### src/rtl/drrip_pkg.sv
`default_nettype none

package drrip_pkg;

  typedef enum logic [0:0] {
    CMD_QUERY  = 1'b0,
    CMD_UPDATE = 1'b1
  } cmd_e;

  typedef enum logic [1:0] {
    ST_CLEAR,
    ST_IDLE,
    ST_RESOLVE,
    ST_EXEC
  } state_e;

  localparam logic [1:0] RRPV_NEAR = 2'd0;
  localparam logic [1:0] RRPV_LONG = 2'd2;
  localparam logic [1:0] RRPV_MAX  = 2'd3;
  localparam logic [1:0] STRIDE_SAT = 2'd3;

  typedef struct packed {
    cmd_e        command;
    logic [10:0] set_index;
    logic [3:0]  way_index;
    logic [63:0] phys_addr;
    logic        was_hit;
    logic [4:0]  rand_draw;
  } in_item_t;

  typedef struct packed {
    logic [3:0] victim_way;
    logic       set_streaming;
    logic [9:0] selector_now;
  } out_item_t;

  // Per-set stream detector record
  typedef struct packed {
    logic [1:0]  stride;
    logic [63:0] prev_miss_addr;
    logic        stream;
  } set_rec_t;

  // Control for the per-way row update
  typedef struct packed {
    logic       query;
    logic       hit;
    logic       way_ok;
    logic [3:0] way;
    logic [1:0] ins;
  } way_op_t;

endpackage

`default_nettype wire

### src/rtl/drrip_way_logic.sv
`default_nettype none

module drrip_way_logic #(
  parameter int NUM_WAYS = 16
) (
  input  wire logic [NUM_WAYS-1:0][1:0] rrpv_i,
  input  wire logic [NUM_WAYS-1:0]      dead_i,
  input  wire drrip_pkg::way_op_t       op_i,
  output logic      [NUM_WAYS-1:0][1:0] rrpv_o,
  output logic      [NUM_WAYS-1:0]      dead_o,
  output logic      [3:0]               victim_o
);

  logic [4:0] dead_way;
  logic [4:0] top_way;
  logic       any_dead;
  logic [3:0] has_val;
  logic [1:0] top;
  logic [1:0] age;

  always_comb begin
    dead_way = '0;
    any_dead = 1'b0;
    has_val  = '0;
    for (int w = NUM_WAYS - 1; w >= 0; w--) begin
      if (dead_i[w]) begin
        dead_way = 5'(w);
        any_dead = 1'b1;
      end
      has_val[rrpv_i[w]] = 1'b1;
    end
    priority if (has_val[3]) top = 2'd3;
    else if (has_val[2]) top = 2'd2;
    else if (has_val[1]) top = 2'd1;
    else top = 2'd0;
    age = drrip_pkg::RRPV_MAX - top;
    top_way = '0;
    for (int w = NUM_WAYS - 1; w >= 0; w--) begin
      if (rrpv_i[w] == top) top_way = 5'(w);
    end
  end

  always_comb begin
    rrpv_o   = rrpv_i;
    dead_o   = dead_i;
    victim_o = '0;
    if (op_i.query) begin
      if (any_dead) begin
        victim_o = dead_way[3:0];
      end else begin
        victim_o = top_way[3:0];
        for (int w = 0; w < NUM_WAYS; w++) rrpv_o[w] = rrpv_i[w] + age;
      end
    end else if (op_i.way_ok) begin
      for (int w = 0; w < NUM_WAYS; w++) begin
        if (6'(w) == {2'b00, op_i.way}) begin
          rrpv_o[w] = op_i.hit ? drrip_pkg::RRPV_NEAR : op_i.ins;
          dead_o[w] = ~op_i.hit;
        end
      end
    end
  end

endmodule

`default_nettype wire

### config.mk
export PLATFORM = sky130hd
export DESIGN_NAME = drrip_way_logic
export DESIGN_NICKNAME = d
export VERILOG_FILES = /design/src/rtl/drrip_pkg.sv /design/src/rtl/drrip_way_logic.sv
export SDC_FILE = /design/constraint.sdc
export NUM_CORES = 1
export LEC_CHECK = 0
export BUFFER_PORTS_ARGS = -buffer_cell sky130_fd_sc_hd__buf_4
export CAP_MARGIN = 20
export CORE_MARGIN = 1
export CORE_UTILIZATION = 54
export DETAILED_ROUTE_END_ITERATION = 8
export PLACE_DENSITY_LB_ADDON = 0.2
export SYNTH_ARGS = -nofsm -noshare
export SYNTH_HDL_FRONTEND = slang
export SYNTH_SLANG_ARGS = --single-unit
### constraint.sdc
create_clock -name vclk -period 8.7
set_clock_uncertainty 0.05 [all_clocks]
set_input_delay 0 -clock vclk [all_inputs]
set_output_delay 0 -clock vclk [all_outputs]
set_load 0.1 [all_outputs]
==> results of run 1 <==
[metal layers]
layer  track usage  part of all wire
met5             0                 0
met4         0.138             0.037
met3        0.0800              0.11
met2         0.688              0.46
met1         0.517              0.39
[worst min path at each step]
stage                     startpoint          end  cells after the start
after CTS                 dead_i[14]   dead_o[14]                      4
after floorplan            dead_i[4]  victim_o[3]                      3
final                     dead_i[14]   dead_o[14]                      4
after detailed placement  dead_i[14]   dead_o[14]                      4
after global routing      dead_i[12]   dead_o[12]                      4
after global placement    dead_i[14]   dead_o[14]                      4
[power by group]
part / leakage, nW / switching [mW] / internal, mW / total [mW]
combinational: 1.49 / 0.187 / 0.0682 / 0.255
sequential: 0 / 0 / 0 / 0
clock: 0 / 0 / 0 / 0
[worst max-delay path, stage by stage]
cell and delay (ns):
buf_4 0.12, nor4_1 0.50, and3_1 0.66, and2_1 0.86, nand3_1 0.21, a211oi_1 0.26, a21o_1 0.15, buf_4 0.28
[kinds of logic after synthesis]
kind of cell | Yosys count | share of synthesized area
AOI/OAI and AO/OA | 156 | 0.467
xor gates and xnor gates | 9 | 0.0331
adders and majority gates | 16 | 0.0841
buffers and inverters | 48 | 0.0956
and+or+nand+nor | 163 | 0.320
[metrics by stage]
| stage | std cells | setup WS, ns | util | power (mW) |
|---|---|---|---|---|
| 6_report | 530 | 5.60 | 0.763 | 0.255 |
| 5_1_grt | 530 | 5.34 | 0.763 | 0.265 |
| 4_1_cts | 530 | 5.66 | 0.763 | 0.251 |
| 3_5_place_dp | 530 | 5.66 | 0.763 | 0.251 |
| 3_3_place_gp | 530 | 5.77 | 0.763 | 0.249 |
| 2_1_floorplan | 392 | 4.23 | - | 0.179 |
[synthesized netlist by cell type, drive strengths merged]
cell type,number
a2111oi,1
nor3b,1
a21oi,34
a21o,5
nand4,5
a22o,8
or2b,2
o21ai,35
nor4,4
o21bai,2
nor2b,5
and4,3
o22ai,3
nor3,9
a221oi,10
o211ai,3
a211oi,2
and2,6
nor2,70
a21boi,6
a21bo,1
a211o,2
a221o,13
o31a,1
o211a,2
xor2,9
inv,26
nand2,34
ha,16
o21a,9
nand2b,13
a222oi,5
o2111ai,4
buf,9
or3,1
o221a,1
o221ai,9
clkbuf,13
or2,2
nand3,5
and3,3
[area by class of cell]
cell class	count	share of cell area
multi-input cells	344	0.686
repair buffers	110	0.263
well taps	50	0.0199
inverters	26	0.0311
[layout by cell type, fill, tap and decap left out, types with 2 or more instances in the layout]
master,synthesis,layout
buf_4,2,110
ha_1,16,16
a22o_1,8,8
or2b_1,2,2
a21boi_0,6,5
o21ai_0,27,27
a221o_1,13,13
nand2_1,34,34
a211o_1,2,2
o2111ai_1,4,4
a221oi_1,9,9
xor2_1,9,9
nor2b_1,5,5
a21oi_1,33,33
o21a_1,8,8
o211ai_1,3,3
nand3_1,5,5
o22ai_1,3,3
a211oi_1,2,2
and3_1,3,3
o21ai_1,8,8
nand4_1,5,5
or2_2,2,2
a222oi_1,5,5
inv_1,26,26
nor4_1,3,3
and4_1,3,3
nor2_1,70,70
and2_1,5,5
nand2b_1,13,13
o21bai_1,2,2
nor3_1,9,9
o221ai_1,9,9
a21o_1,5,5
o211a_1,2,2
==> results.sh, run 1 <==
export IMPL_syn2layout_area_growth_pct=31.8
export IMPL_finalNetCount=555
export IMPL_finalInstanceArea_um2=3140
export IMPL_die_y_um=68.4
export IMPL_diodes=0
export IMPL_cts_setup_buffers=0
export IMPL_yosys_warnings=0
export IMPL_critPathArrivalTime_ns=3.05
export IMPL_rows=23
export IMPL_syn_nets=465
export IMPL_antenna_found_initial=0
export IMPL_startpoint="dead_i[7]"
export IMPL_finalWeightedCongestion=1.03
export IMPL_worst_slew_pin_slew_ns=0.956
export IMPL_overflow=0
export IMPL_grt_setup_unrepaired="no"
export IMPL_setup_tns_final_ns=0
export IMPL_route_detailed_wl_per_inst_um=18.4
export IMPL_end_kind="output port"
export IMPL_fmax_mhz=322
export IMPL_grtUsageTotal=0.410
export IMPL_viasPerCell=6.71
export IMPL_hp_class="in -> out"
export IMPL_vias=3557
export IMPL_syn_avg_cell_area_um2=6.07
export IMPL_multi_input_area_um2=2150
export IMPL_crit_fanout=27
export IMPL_first_iter_violations=493
export IMPL_setup_viol=0
export IMPL_grt_start_max_net_pins=45
export IMPL_crit_end="victim_o[1]"
export IMPL_critical_path_class="in -> out"
export IMPL_port_buffers=109
export IMPL_drive_above_1_share=0.250
export IMPL_holdBufCountCts=0
export IMPL_finalCritPeriodShare=0.357
export IMPL_p_leak_nw=1.49
export IMPL_maxCapViolCount=0
export IMPL_post_cts_resized=0
export IMPL_synth_cell_types=51
export IMPL_regArea_um2=0
export IMPL_first_pass_iters=7
export IMPL_yosysTopAreaCellShare=0.110
export IMPL_nClkBuffers=0
export IMPL_drc_errors=0
export IMPL_seq_cell_count=0
export IMPL_dieWidth_um=68.4
export IMPL_wirelength_um=9760
export IMPL_power_density_nw_per_um2=81.4
export IMPL_coreArea_um2=4120
export IMPL_relSlewSlack=0.363
export IMPL_min_period_ns=3.10
export IMPL_start_kind="primary input"
export IMPL_pin_count=109
export IMPL_worst_ep_required_time_ns=8.65
export IMPL_ir_worst_vdd_mv=0.0669
export IMPL_yosysTopAreaCell="nor2_1"
export IMPL_holdWs_ns=0.433
export IMPL_synthCells=392
export IMPL_syn_area_um2=2380
export IMPL_report_final_slew_viol_count=0
export IMPL_postRouteAntennaNets=0
export IMPL_dp_hpwl_um=7570
export IMPL_grt_pass1_wl_um=14500
export IMPL_status="finished clean"
export IMPL_postPlaceCellArea_um2=3140
export IMPL_die_area_um2=4680
export IMPL_finalHoldViolations=0
export IMPL_num_fill_cells=350
export IMPL_ys_seq_area_frac=0
export IMPL_netlist_top_cells_area="nor2_1 (11%), ha_1 (8.4%), a21oi_1 (6.9%), o21ai_0 (5.7%), a221o_1 (5.5%)"
export IMPL_grt_pass1_vias=3032
export IMPL_start_util=0.579
(Power assumes the default switching activity.)
==> run 2: changes to the inputs <==
CORE_UTILIZATION = 45   (was 54)
clock period = 2.8 ns   (was 8.7 ns; I/O delays follow)
==> run 2 against run 1 <==
Effect of this change: non-clock buffer count rose by 22; combinational power rose to 3.3 times the previous value; flip-flop and latch count did not move; utilization fell by 8.3 points; die area rose by 19%; power rose to 3.3 times the previous value; critical path type unchanged.
==> results.sh, run 2 (synthesis results as in run 1) <==
export IMPL_status="finished clean"
export IMPL_worst_slack_ns=0.0952
export IMPL_worst_slew_pin_slew_ns=0.693
export IMPL_drive_above_1_share=0.317
export IMPL_seq_cell_count=0
export IMPL_regArea_um2=0
export IMPL_finalWeightedCongestion=0.954
export IMPL_rows=26
export IMPL_end_kind="output port"
export IMPL_finalNetCount=577
export IMPL_holdBufCountCts=0
export IMPL_min_period_ns=2.70
export IMPL_finalCritPeriodShare=0.966
export IMPL_dieWidth_um=74.7
export IMPL_nClkBuffers=0
export IMPL_report_final_slew_viol_count=0
export IMPL_postPlaceCellArea_um2=3460
export IMPL_start_kind="primary input"
export IMPL_maxCapViolCount=0
export IMPL_grt_start_max_net_pins=43
export IMPL_cts_setup_buffers=0
export IMPL_hp_class="in -> out"
export IMPL_route_detailed_wl_per_inst_um=18.0
export IMPL_drc_errors=0
export IMPL_wirelength_um=10300
export IMPL_place_ws_ns=-0.00261
export IMPL_overflow=0
export IMPL_ir_worst_vdd_mv=0.195
export IMPL_critPathArrivalTime_ns=2.65
export IMPL_start_util=0.466
export IMPL_setup_viol=0
export IMPL_power_density_nw_per_um2=239
export IMPL_vias=3528
export IMPL_syn2layout_area_growth_pct=45.9
export IMPL_postRouteAntennaNets=0
export IMPL_finalInstanceArea_um2=3470
export IMPL_first_pass_iters=6
export IMPL_port_buffers=109
export IMPL_fmax_mhz=370
export IMPL_die_y_um=74.7
export IMPL_coreArea_um2=5110
export IMPL_critical_path_class="in -> out"
export IMPL_grt_setup_unrepaired="no"
export IMPL_grtUsageTotal=0.344
export IMPL_relSlewSlack=0.537
export IMPL_finalHoldViolations=0
export IMPL_p_leak_nw=1.64
export IMPL_dp_hpwl_um=8160
export IMPL_antenna_found_initial=0
export IMPL_worst_ep_required_time_ns=2.75
export IMPL_die_area_um2=5590
export IMPL_grt_pass1_vias=2956
export IMPL_grt_pass1_wl_um=14700
export IMPL_layout_common_cells="buf_4 (130), nor2_1 (68), nand2_1 (34), a21oi_1 (30), inv_1 (25)"
export IMPL_diodes=0
export IMPL_pin_count=109
export IMPL_viasPerCell=6.17
export IMPL_fin_cells=572
export IMPL_first_iter_violations=301
export IMPL_crit_fanout=14
export IMPL_layout_commonest_cell="buf_4"
export IMPL_place_inst=572
==> run 2: area by class of cell <==
cell class                 count  area, um2
fill                         479       1630
timing repair buffer         132       1010
tap                           70       87.6
multi-input combinational    344       2280
inverter                      26       97.6
==> run 2: worst paths after layout <==
| path | cells past startpoint | slack (ns) | startpoint | endpoint |
|---|---|---|---|---|
| setup / recovery | 12 | 0.1 | rrpv_i[2] | victim_o[0] |
| hold / removal | 5 | 0.40 | dead_i[4] | victim_o[3] |
==> run 2: through the flow <==
step                      power (mW)   util  setup TNS (ns)  hold WS, ns
after floorplan                0.572      -           -4.43        0.232
after global placement         0.816  0.677        -0.00916        0.423
after detailed placement       0.821  0.677        -0.00261        0.427
after CTS                      0.824  0.678               0        0.429
after global routing           0.867  0.680               0        0.425
final                          0.832  0.680               0        0.395
==> run 2: power by group <==
group / leakage (nW) / switching [mW] / internal (mW) / total [mW]
Combinational: 1.64 / 0.594 / 0.238 / 0.832
Clock: 0 / 0 / 0 / 0
Sequential: 0 / 0 / 0 / 0
==> run 2: worst max-delay path: stages <==
cell,delay [ns]
buf_4,0.13
a22o_1,0.22
a221oi_1,0.25
and4_1,0.28
a21boi_4,0.23
buf_12,0.17
ha_1,0.26
o21a_1,0.12
o211a_1,0.25
a2111oi_2,0.41
o21ai_2,0.10
buf_4,0.24
==> run 2: repair_timing <==
item                                    CTS  global route
endpoints found under the setup margin    2             4
resized for setup                         1             3
pin swaps                                 0             2
==> run 2: per-layer routing <==
metal  track usage  up-vias  wire length, um
met3        0.0576       16              964
li1              -     1686                -
met5             0        -                0
met1         0.453     1613             4350
met4        0.0650        0              192
met2         0.592      213             4780
